==> src/hdl/gsm_pkg.sv <==
package gsm_pkg;

   // Largest number of robots and tasks; sets the store and index widths.
   localparam int MAX_AGENTS = 16;
   localparam int AGENT_W    = $clog2(MAX_AGENTS);
   localparam int COUNT_W    = AGENT_W + 1;
   localparam int ADDR_W     = 2 * AGENT_W;
   localparam int CSR_W      = 5;

   // Request codes carried on req_type.
   localparam logic [1:0] REQ_ROBOT_PREF = 2'd0;
   localparam logic [1:0] REQ_TASK_PREF  = 2'd1;
   localparam logic [1:0] REQ_START      = 2'd2;

   typedef struct packed {
      logic               start;
      logic [1:0]         kind;
      logic [AGENT_W-1:0] row;
      logic [AGENT_W-1:0] pos;
      logic [AGENT_W-1:0] value;
   } req_word_type;

   typedef struct packed {
      logic               valid;
      logic [AGENT_W-1:0] task_id;
      logic [AGENT_W-1:0] robot_id;
      logic               last;
   } rsp_word_type;

   // Number of agents in use: zero acts as one, large values saturate.
   function automatic logic [COUNT_W-1:0] active_count(input logic [CSR_W-1:0] cfg);
      logic [COUNT_W-1:0] n;
      if (cfg == '0) begin
         n = COUNT_W'(1);
      end else if (int'(cfg) > MAX_AGENTS) begin
         n = COUNT_W'(MAX_AGENTS);
      end else begin
         n = COUNT_W'(cfg);
      end
      return n;
   endfunction

endpackage

==> src/hdl/gsm_ram.sv <==
module gsm_ram #(
   parameter int DATA_W = 4,
   parameter int ADDR_W = 8
) (
   input  logic              clock,
   input  logic              wr_en,
   input  logic [ADDR_W-1:0] wr_addr,
   input  logic [DATA_W-1:0] wr_data,
   input  logic [ADDR_W-1:0] rd_addr,
   output logic [DATA_W-1:0] rd_data
);

   logic [DATA_W-1:0] mem_ff [2**ADDR_W];
   logic [DATA_W-1:0] rd_data_ff;

   always_ff @(posedge clock) begin
      if (wr_en) begin
         mem_ff[wr_addr] <= wr_data;
      end
      rd_data_ff <= mem_ff[rd_addr];
   end

   assign rd_data = rd_data_ff;

endmodule

==> src/hdl/gsm_engine.sv <==
module gsm_engine
   import gsm_pkg::*;
(
   input  logic               clock,
   input  logic               reset,
   input  req_word_type       req,
   input  logic [COUNT_W-1:0] agent_n,
   output logic               busy,
   output rsp_word_type       rsp
);

   typedef enum logic [2:0] {
      ST_IDLE,
      ST_POP,
      ST_FETCH,
      ST_SCAN,
      ST_EMIT
   } state_type;

   state_type          state_ff, state_in;
   logic [COUNT_W-1:0] depth_ff, depth_in;
   logic [COUNT_W-1:0] n_ff, n_in;
   logic [AGENT_W-1:0] robot_ff, robot_in;
   logic [AGENT_W-1:0] task_ff, task_in;
   logic [AGENT_W-1:0] owner_ff, owner_in;
   logic [AGENT_W-1:0] pos_ff, pos_in;
   logic [AGENT_W-1:0] out_idx_ff, out_idx_in;
   rsp_word_type       rsp_ff, rsp_in;

   // Free robot stack, per-robot next list position, per-task holder.
   logic [AGENT_W-1:0] stack_ff [MAX_AGENTS];
   logic [COUNT_W-1:0] next_ff  [MAX_AGENTS];
   logic               taken_ff [MAX_AGENTS];
   logic [AGENT_W-1:0] holder_ff[MAX_AGENTS];

   logic               restart;
   logic               nc_we;
   logic               claim_en;
   logic               swap_en;
   logic               push_en;
   logic [AGENT_W-1:0] push_val;

   logic               rp_we, tp_we;
   logic [ADDR_W-1:0]  rp_raddr, tp_raddr;
   logic [AGENT_W-1:0] rp_rdata, tp_rdata;

   logic [COUNT_W-1:0] depth_dec;
   logic [AGENT_W-1:0] top_robot;
   logic [COUNT_W-1:0] pop_pos;
   logic [COUNT_W-1:0] scan_next;

   gsm_ram #(.DATA_W(AGENT_W), .ADDR_W(ADDR_W)) u_robot_pref (
      .clock   (clock),
      .wr_en   (rp_we),
      .wr_addr ({req.row, req.pos}),
      .wr_data (req.value),
      .rd_addr (rp_raddr),
      .rd_data (rp_rdata)
   );

   gsm_ram #(.DATA_W(AGENT_W), .ADDR_W(ADDR_W)) u_task_pref (
      .clock   (clock),
      .wr_en   (tp_we),
      .wr_addr ({req.row, req.pos}),
      .wr_data (req.value),
      .rd_addr (tp_raddr),
      .rd_data (tp_rdata)
   );

   assign depth_dec = depth_ff - COUNT_W'(1);
   assign top_robot = stack_ff[depth_dec[AGENT_W-1:0]];
   assign pop_pos   = next_ff[top_robot];
   assign scan_next = {1'b0, pos_ff} + COUNT_W'(1);

   always_comb begin
      state_in   = state_ff;
      depth_in   = depth_ff;
      n_in       = n_ff;
      robot_in   = robot_ff;
      task_in    = task_ff;
      owner_in   = owner_ff;
      pos_in     = pos_ff;
      out_idx_in = out_idx_ff;
      rsp_in     = rsp_ff;
      rsp_in.valid = 1'b0;
      restart    = 1'b0;
      nc_we      = 1'b0;
      claim_en   = 1'b0;
      swap_en    = 1'b0;
      push_en    = 1'b0;
      push_val   = robot_ff;
      rp_we      = 1'b0;
      tp_we      = 1'b0;
      rp_raddr   = {top_robot, pop_pos[AGENT_W-1:0]};
      tp_raddr   = {rp_rdata, {AGENT_W{1'b0}}};
      busy       = 1'b1;

      unique case (state_ff)
         ST_IDLE: begin
            busy = 1'b0;
            if (req.start) begin
               unique case (req.kind)
                  REQ_ROBOT_PREF: rp_we = 1'b1;
                  REQ_TASK_PREF:  tp_we = 1'b1;
                  REQ_START: begin
                     n_in     = agent_n;
                     depth_in = agent_n;
                     restart  = 1'b1;
                     state_in = ST_POP;
                  end
                  default: ;
               endcase
            end
         end

         ST_POP: begin
            if (depth_ff == '0) begin
               out_idx_in = '0;
               state_in   = ST_EMIT;
            end else begin
               depth_in = depth_dec;
               robot_in = top_robot;
               if (pop_pos < n_ff) begin
                  nc_we    = 1'b1;
                  state_in = ST_FETCH;
               end
            end
         end

         ST_FETCH: begin
            state_in = ST_POP;
            if ({1'b0, rp_rdata} >= n_ff) begin
               push_en = 1'b1;
            end else if (!taken_ff[rp_rdata]) begin
               claim_en = 1'b1;
            end else begin
               task_in  = rp_rdata;
               owner_in = holder_ff[rp_rdata];
               pos_in   = '0;
               state_in = ST_SCAN;
            end
         end

         ST_SCAN: begin
            tp_raddr = {task_ff, scan_next[AGENT_W-1:0]};
            if (tp_rdata == owner_ff) begin
               push_en  = 1'b1;
               state_in = ST_POP;
            end else if (tp_rdata == robot_ff) begin
               swap_en  = 1'b1;
               push_en  = 1'b1;
               push_val = owner_ff;
               state_in = ST_POP;
            end else if (scan_next >= n_ff) begin
               push_en  = 1'b1;
               state_in = ST_POP;
            end else begin
               pos_in = scan_next[AGENT_W-1:0];
            end
         end

         ST_EMIT: begin
            rsp_in.valid    = 1'b1;
            rsp_in.task_id  = out_idx_ff;
            rsp_in.robot_id = taken_ff[out_idx_ff] ? holder_ff[out_idx_ff] : '0;
            rsp_in.last     = ({1'b0, out_idx_ff} == n_ff - COUNT_W'(1));
            out_idx_in      = out_idx_ff + AGENT_W'(1);
            if (rsp_in.last) begin
               state_in = ST_IDLE;
            end
         end

         default: state_in = ST_IDLE;
      endcase

      // Pushes only happen in states that do not pop.
      if (push_en) begin
         depth_in = depth_ff + COUNT_W'(1);
      end
   end

   always_ff @(posedge clock) begin
      if (reset) begin
         state_ff     <= ST_IDLE;
         depth_ff     <= COUNT_W'(MAX_AGENTS);
         n_ff         <= COUNT_W'(MAX_AGENTS);
         rsp_ff.valid <= 1'b0;
      end else begin
         state_ff     <= state_in;
         depth_ff     <= depth_in;
         n_ff         <= n_in;
         rsp_ff.valid <= rsp_in.valid;
      end
      robot_ff        <= robot_in;
      task_ff         <= task_in;
      owner_ff        <= owner_in;
      pos_ff          <= pos_in;
      out_idx_ff      <= out_idx_in;
      rsp_ff.task_id  <= rsp_in.task_id;
      rsp_ff.robot_id <= rsp_in.robot_id;
      rsp_ff.last     <= rsp_in.last;
   end

   always_ff @(posedge clock) begin
      if (reset || restart) begin
         for (int i = 0; i < MAX_AGENTS; i++) begin
            next_ff[i]  <= '0;
            taken_ff[i] <= 1'b0;
         end
      end else begin
         if (nc_we) begin
            next_ff[top_robot] <= pop_pos + COUNT_W'(1);
         end
         if (claim_en) begin
            taken_ff[rp_rdata] <= 1'b1;
         end
      end
   end

   always_ff @(posedge clock) begin
      if (restart) begin
         for (int i = 0; i < MAX_AGENTS; i++) begin
            stack_ff[i] <= AGENT_W'(agent_n - COUNT_W'(1) - COUNT_W'(i));
         end
      end else if (push_en) begin
         stack_ff[depth_ff[AGENT_W-1:0]] <= push_val;
      end
      if (claim_en) begin
         holder_ff[rp_rdata] <= robot_ff;
      end else if (swap_en) begin
         holder_ff[task_ff] <= robot_ff;
      end
   end

   assign rsp = rsp_ff;

endmodule

==> src/hdl/stable_matching_engine.sv <==
// A preference load word is handled while idle, and loads may follow back to back.
// A start word runs up to n*n proposals; each takes a stack pop and a robot list read,
// plus a scan of up to n task list entries when the task is held, and a robot whose
// list is used up costs only a pop. After the pop that finds the stack empty, the
// emit state and then the registered result follow: n words, one per cycle, task 0
// first; the receiver cannot stall them and busy drops while the last one is shown.
module stable_matching_engine
   import gsm_pkg::*;
(
   input  logic               clock,
   input  logic               reset,

   // Request channel: a word is taken when start is high and busy is low.
   input  logic               start,
   output logic               busy,
   input  logic [1:0]         req_type,
   input  logic [AGENT_W-1:0] req_row_index,
   input  logic [AGENT_W-1:0] req_list_position,
   input  logic [AGENT_W-1:0] req_entry_value,

   // Result channel: one word per cycle while rsp_valid is high, never stalled.
   output logic               rsp_valid,
   output logic [AGENT_W-1:0] rsp_task_id,
   output logic [AGENT_W-1:0] rsp_robot_id,
   output logic               rsp_last,

   // Configuration channel: the agent count register.
   input  logic               csr_valid,
   output logic               csr_ready,
   input  logic [CSR_W-1:0]   csr_agent_count
);

   // Reset is synchronous and active high: the agent count returns to 16 and the
   // block goes idle; preference memories keep their contents until rewritten.
   logic [CSR_W-1:0] agent_count_ff, agent_count_in;
   req_word_type     req;
   rsp_word_type     rsp;

   // The count register is only written while no matching run is in flight,
   // so the engine samples a stable value when a start word arrives.
   assign csr_ready = !busy;

   always_comb begin
      agent_count_in = agent_count_ff;
      if (csr_valid && csr_ready) begin
         agent_count_in = csr_agent_count;
      end
   end

   always_ff @(posedge clock) begin
      if (reset) begin
         agent_count_ff <= CSR_W'(16);
      end else begin
         agent_count_ff <= agent_count_in;
      end
   end

   // Gather the request word; the engine decodes the request code.
   assign req.start = start;
   assign req.kind  = req_type;
   assign req.row   = req_row_index;
   assign req.pos   = req_list_position;
   assign req.value = req_entry_value;

   gsm_engine u_engine (
      .clock   (clock),
      .reset   (reset),
      .req     (req),
      .agent_n (active_count(agent_count_ff)),
      .busy    (busy),
      .rsp     (rsp)
   );

   assign rsp_valid    = rsp.valid;
   assign rsp_task_id  = rsp.task_id;
   assign rsp_robot_id = rsp.robot_id;
   assign rsp_last     = rsp.last;

endmodule

==> config.mk <==
export PLATFORM = sky130hd
export DESIGN_NAME = stable_matching_engine
export DESIGN_NICKNAME = d
export VERILOG_FILES = /design/src/hdl/gsm_pkg.sv /design/src/hdl/gsm_ram.sv /design/src/hdl/gsm_engine.sv /design/src/hdl/stable_matching_engine.sv
export SDC_FILE = /design/constraint.sdc
export NUM_CORES = 2
export LEC_CHECK = 0
export BUFFER_PORTS_ARGS = -buffer_cell sky130_fd_sc_hd__buf_2
export CAP_MARGIN = 20
export CORE_MARGIN = 10
export CORE_UTILIZATION = 35
export DETAILED_ROUTE_END_ITERATION = 8
export PLACE_DENSITY = 0.59
export SLEW_MARGIN = 30
export SYNTH_ARGS = -nofsm -noshare
export SYNTH_HDL_FRONTEND = slang
export SYNTH_SLANG_ARGS = --single-unit
==> constraint.sdc <==
create_clock -name clock -period 5.7 [get_ports clock]
set_clock_uncertainty 0.1 [all_clocks]
set_input_delay 1.14 -clock clock [delete_from_list [all_inputs] [get_ports clock]]
set_output_delay 1.14 -clock clock [all_outputs]
set_load 0.02 [all_outputs]
; Word-level counts from Yosys, hierarchy flattened
; Memories as Yosys holds them, arrays and structs flattened. A register that Yosys moved wholly into a read port is not among the register bits.
; Cells that the tools add are included.
[totals]
register_bits = 44
mem_bits_rw = 2272
inputBits = 23
out_inout_bits = 12
mem_count = 6
[classes]
add_sub_neg = 22
n_lt_le_gt_ge = 4
n_eq_ne = 23
n_mux = 91
bitwise = 2
reduce_logical = 20
[memory_table]
columns = memory, depth, word_bits, read_ports, rd_ports_with_merged_regs, write_ports, line_no
row1 = u_engine.u_robot_pref.mem_ff, 256, 4, 1, 1, 1, gsm_ram.sv:13  ; logic [DATA_W-1:0] mem_ff [2**ADDR_W];
row2 = u_engine.u_task_pref.mem_ff, 256, 4, 1, 1, 1, gsm_ram.sv:13
row3 = u_engine.next_ff, 16, 5, 1, 0, 16, gsm_engine.sv:32  ; logic [COUNT_W-1:0] next_ff [MAX_AGENTS];
row4 = u_engine.holder_ff, 16, 4, 2, 2, 1, gsm_engine.sv:34  ; logic [AGENT_W-1:0] holder_ff[MAX_AGENTS];
row5 = u_engine.stack_ff, 16, 4, 1, 0, 16, gsm_engine.sv:31  ; logic [AGENT_W-1:0] stack_ff [MAX_AGENTS];
row6 = u_engine.taken_ff, 16, 1, 2, 1, 16, gsm_engine.sv:33  ; logic taken_ff [MAX_AGENTS];
[op_table]
columns = operator, n
row1 = 2-to-1 mux 4 bit, 18
row2 = 2-to-1 mux 1 bit, 49
row3 = 2-to-1 mux 5 bit, 7
row4 = "subtractor 4 bit, second input constant", 8
row5 = 2-to-1 mux 3 bit, 9
row6 = one-hot mux 4 bit (2 select lines), 2
row7 = "subtractor 4 x 3 -> 4 bit, second input constant", 4
row8 = one-hot mux 3 bit (5 select lines), 1
row9 = "adder 5 x 1 -> 5 bit, second input constant", 2
row10 = zero test 5 bit, 2
row11 = 2-to-1 mux 10 bit, 1
row12 = "!= test 2 bit, second input constant", 5
row13 = one-hot mux 5 bit (2 select lines), 1
row14 = "subtractor 5 x 1 -> 5 bit, second input constant", 2
row15 = == test 4 bit, 2
row16 = 2-to-1 mux 8 bit, 1
row17 = "!= test 2 x 1 -> 1 bit, second input constant", 4
row18 = OR reduction 4 bit, 2
row19 = "subtractor 4 x 1 -> 4 bit, second input constant", 2
row20 = "subtractor 4 x 2 -> 4 bit, second input constant", 2
row21 = "== test 3 x 2 -> 1 bit, second input constant", 2
row22 = "!= test 3 x 1 -> 1 bit, second input constant", 2
row23 = "!= test 3 x 2 -> 1 bit, second input constant", 2
row24 = AND reduction 3 bit, 2
row25 = other kinds (27), 30

; Logic depth before layout (Yosys ltp)
; An unclocked memory read counts as a cell.
[logic_depth]
word_depth = 12
depth_mapped = 29

; Cells and area by module
; From an unflattened synthesis, not the netlist that was laid out.
[hier_totals]
cells_unflattened = 5193
area_unflattened_um2 = 95644.2
[modules_own_cells]
columns = mod, instances, cells_each, area_per_inst_um2, seq_area_each_um2
row1 = gsm_ram, 2, 2051, 40675.3, 30829.6
row2 = gsm_engine, 1, 1062, 14031.0, 7797.5
row3 = stable_matching_engine, 1, 29, 262.8, 100.1

; Worst setup path before layout
; No wires, ideal clock.
[synth_path]
path_type = reg2reg
from = register u_engine.depth_ff[0]
to = memory u_engine.next_ff[0][0] in the netlist's numbering, enable pin
setup_time_ns = 0.313
arrival_ns = 5.327
t_required_ns = 5.287
slack_ns = -0.040
path_stages_with_launch = 28
synth_period_minus_slack_ns = 5.740
cell_sequence = dfxtp_1 buf_6 buf_4 inv_1 ha_1 buf_2 mux4_2 mux4_2 buf_6 buf_4 mux2i_1 nand2_1 nand3_1 and4_1 buf_4 inv_1 buf_2 buf_2 buf_2 ha_1 a21o_1 a21o_1 a21oi_1 o211ai_1 or3_1 nor2_1 nand2_1 nand2_1
[synth_lines]
columns = item, line_no
row1 = "start, declared", gsm_engine.sv:21  ; logic [COUNT_W-1:0] depth_ff, depth_in;
row2 = "start signal, assigned", gsm_engine.sv:185  ; depth_ff <= COUNT_W'(MAX_AGENTS);
row3 = "start signal, assigned", gsm_engine.sv:190  ; depth_ff <= depth_in;
row4 = "end, declared", gsm_engine.sv:32

; Worst setup path after layout
[layout_path]
from = register u_engine.depth_ff[0]
to = register u_engine.u_robot_pref.rd_data_ff[2], in the netlist u_engine.u_robot_pref.rd_data[2] (read register of u_engine.u_robot_pref.mem_ff)
[layout_via]
elab_chain_len = 3
[layout_lines]
columns = item, line_no
row1 = subtractor 5 x 1 -> 5 bit (*), gsm_engine.sv:70  ; assign depth_dec = depth_ff - COUNT_W'(1);
row2 = memory (16 x 4 bit) (*), n/a
row3 = memory (16 x 5 bit), n/a
row4 = "end, declared", gsm_ram.sv:14  ; logic [DATA_W-1:0] rd_data_ff;
; Mark *: on every way between the ends. The rest lies on a longest branch, timed or not.
; A chain may end at the register's enable or synchronous reset.

==> impl_metrics.csv <==
group,metric,value,unit
yosys,ys_ff_latch,2332,
die,die_w,548,um
die,dieArea,300000,um^2
power_and_ir_drop,p_sw_frac,0.312,
cts,cts_root_buffer,"clkbuf_16",
place,dp_hpwl,161000,um
yosys,synth_area,97400,um^2
yosys,synth_cells,7605,
routing,wl,271000,um
timing,tightest_slew,0.979,ns
cts,cts_max_level,4,
worst_setup_path,start_kind,"flip-flop",
yosys,synth-async-reset-ratio,0,
routing,first_iter_violations,6905,
flow_run,cap_violations,0,
timing,max_freq,182,MHz
finish,stdcell_count,11400,
power_and_ir_drop,p_seq_frac,0.428,
timing,fin_crit,5.49,ns
routing,vias_per_cell,5.53,
timing,setup_viol,0,
worst_setup_path,cp_max_fo,56,
cts,ctsLongestPathBuffers,4,
power_and_ir_drop,power_density,407,nW/um^2
global_routing,overflow,0,
worst_setup_path,slowest_delay,0.55,ns
worst_setup_path,path_cells,"inv_1 -> ha_4 -> mux4_2 -> mux4_2 -> buf_6 -> buf_4 -> nor3_1 -> a22oi_1 -> nand4_4 -> clkinv_16 -> buf_4 -> nand2_1 -> nand2_1 -> a21oi_1 -> o22ai_1 -> or4_1 -> o21ai_2 -> nand4_1",
finish,final_common_cell,"edfxtp_1",
power_and_ir_drop,switching_power,13900,uW
min_path,min_path_type,"reg2reg",
yosys,synth_top_area_cell,"edfxtp_1",
global_routing,grt_usage,0.172,
place,gp_congestion,0.865,
global_routing,grt_pass1_vias,61200,
cts,cts_buffers,231,
global_routing,antenna_found_initial,12,
power_and_ir_drop,ir_worst_vdd,0.000567,V
global_routing,grt_pass1_wl,399000,um
cts,cts.sinks,2332,
power_and_ir_drop,p_comb_frac,0.237,
yosys,synth_cell_types,74,
finish,post-route-util,0.396,
worst_setup_path,crit_family,"simple AND/OR/NAND/NOR gates",
timing,finalHoldViolations,0,
yosys,synthesis.nets,7657,
routing,drc,0,
die,pin_count,35,
finish,area_growth,12.5,%
yosys,ys.flop_type,"edfxtp_1",
routing,firstDrtPassIters,8,
cts,clock_latency,0.90,ns
timing,period_share,0.963,
place,portBuffers,34,
die,start_util,0.352,
worst_setup_path,required,6.30,ns
worst_setup_path,cp-end-kind,"flip-flop",
power_and_ir_drop,clockPowerShare,0.335,
cts,holdBufCountCts,0,
power_and_ir_drop,power.leakage,0.0352,uW
routing,drt-wirelength-per-cell,23.7,um
finish,drive_gt1_frac,0.0922,
yosys,yosysWarnings,0,
worst_setup_path,crit_type,"reg2reg",
place,dp.cells,11000,
worst_setup_path,critPathBufInv,5,
routing,postRouteAntennaNets,0,
die,core_area,277000,um^2
worst_setup_path,crit_arrival,6.09,ns
finish,fillers,26000,
power_and_ir_drop,fin_total_pwr,44600,uW
power_and_ir_drop,p_int,30700,uW
timing,slew_headroom,0.345,
worst_setup_path,cp_slowest_cell,"or4_1",
finish,fin_nets,7576,
yosys,synth_edf_count,2285,
timing,slew_viol_final,0,
cts,clk_pin_slew_worst_paths,0.06,ns
yosys,ys_seq_area_frac,0.714,
finish,layout_common_cells,"2285 x edfxtp_1, 1621 x nand2_1, 713 x nor2_1",
timing,fin_tns_setup,0,ns
die,num_rows,193,
yosys,synthTopCellsByArea,"edfxtp_1 70%, nand2_1 6.3%, nor2_1 2.8%",
cts,cts_tree,"done",
outcome,status,"completed",
routing,vias,63100,
yosys,synth.avg_cell_area,12.8,um^2
global_routing,grt_max_degree,160,
yosys,synth_top_area_frac,0.704,
die,fp.dieH,548,um
## metrics by stage
| stage | hold slack [ns] | setup WS, ns | instance area [um^2] |
|---|---|---|---|
| 2_1_floorplan | 0.306 | -0.0364 | 97400 |
| 4_1_cts | 0.368 | 0.00706 | 109000 |
| 3_3_place_gp | 0.354 | -0.146 | 102000 |
| 5_1_grt | 0.398 | -0.00765 | 110000 |
| 3_5_place_dp | 0.369 | -0.233 | 102000 |
| 6_report | 0.376 | 0.213 | 110000 |
## Yosys cell counts (28+ instances only)
master and count:
a211oi_1 68, a21oi_1 345, a311oi_1 81, a31oi_1 103, a32oi_1 28, and3_1 69, buf_1 30, buf_2 144
buf_4 39, clkbuf_1 354, dfxtp_1 47, edfxtp_1 2285, ha_1 29, inv_1 28, mux2i_1 121, mux4_2 67
nand2_1 1630, nand3_1 529, nand4_1 187, nor2_1 721, o211ai_1 142, o21ai_0 33, o221ai_1 128, or3_1 130
## logic make-up (layout without fill, tap and decap cells)
family	count (synthesis)	after routing	share of synthesized area
AOI/OAI and AO/OA	1028	1028	0.0723
xor gates and xnor gates	31	31	0.00302
adders and majority gates	29	29	0.00373
buffers and inverters	611	707	0.0278
DFF	2332	2332	0.714
muxes	198	198	0.0292
other	0	4	0
and+or+nand+nor	3376	3376	0.150
## tightest hold or removal path, delay by kind of cell (launching register included)
family             cells  cell delay [ns]
DFF                    1             0.32
and+or+nand+nor        1             0.06
AOI/OAI and AO/OA      1             0.05
## path summary, 6_finish.rpt
path                                             from                          endpoint  slack (ns)  cells past startpoint
worst max-delay path             u_engine.depth_ff[0]  u_engine.u_robot_pref.rd_data[2]        0.21                     18
worst min-delay path            u_engine.taken_ff[12]             u_engine.taken_ff[12]        0.38                      2
worst max register to register   u_engine.depth_ff[0]  u_engine.u_robot_pref.rd_data[2]        0.21                     18
worst min register to register  u_engine.taken_ff[12]             u_engine.taken_ff[12]        0.38                      2
## routing by layer
metal	part of all wire	wire [um]	track usage
met1	0.42	114000	0.237
met2	0.47	128000	0.280
met3	0.076	20700	0.0279
met4	0.030	8120	0.0506
met5	0.00020	55	0
## power by group through the flow
stage | Combinational, uW | Clock [uW] | Sequential (uW)
final | 10600 | 14900 | 19100
after detailed placement | 10400 | 0 | 19500
after global routing | 11400 | 15800 | 19100
after global placement | 10300 | 0 | 19500
after CTS | 10500 | 15100 | 19100
after floorplan | 6940 | 0 | 19400
## state kept, by name (all words and copies together) (netlist names), named ones only
signal	count
u_engine.pos_ff	4
u_engine.taken_ff	16
u_engine.owner_ff	4
u_engine.u_robot_pref.rd_data	4
u_engine.n_ff	5
u_engine.holder_ff	64
u_engine.next_ff	80
u_engine.u_robot_pref.mem_ff	1024
u_engine.task_ff	4
u_engine.robot_ff	4
u_engine.stack_ff	64
u_engine.u_task_pref.mem_ff	1024
u_engine.out_idx_ff	4
agent_count_ff	5
u_engine.u_task_pref.rd_data	4
u_engine.depth_ff	5
u_engine.state_ff	3
u_engine.rsp	10
## cell type report
cell class,count,area [um^2],share of cell area
clock buffer,287,6070,0.0554
tap,3705,4640,0.0423
multi-input combinational,4662,25300,0.231
clock inverter,123,1190,0.0108
sequential,2332,69600,0.635
antenna,4,10.0,0.0000914
timing repair buffer,264,2590,0.0237
inverter,33,174,0.00159
## timing repair
action                     in CTS  in global routing
setup buffers                   0                  3
setup endpoints to repair      84                144
pin swaps                       0                  1
gates resized for setup         7                 16
cloned                          0                  0
Note: power is estimated with default switching activity, not from simulation.
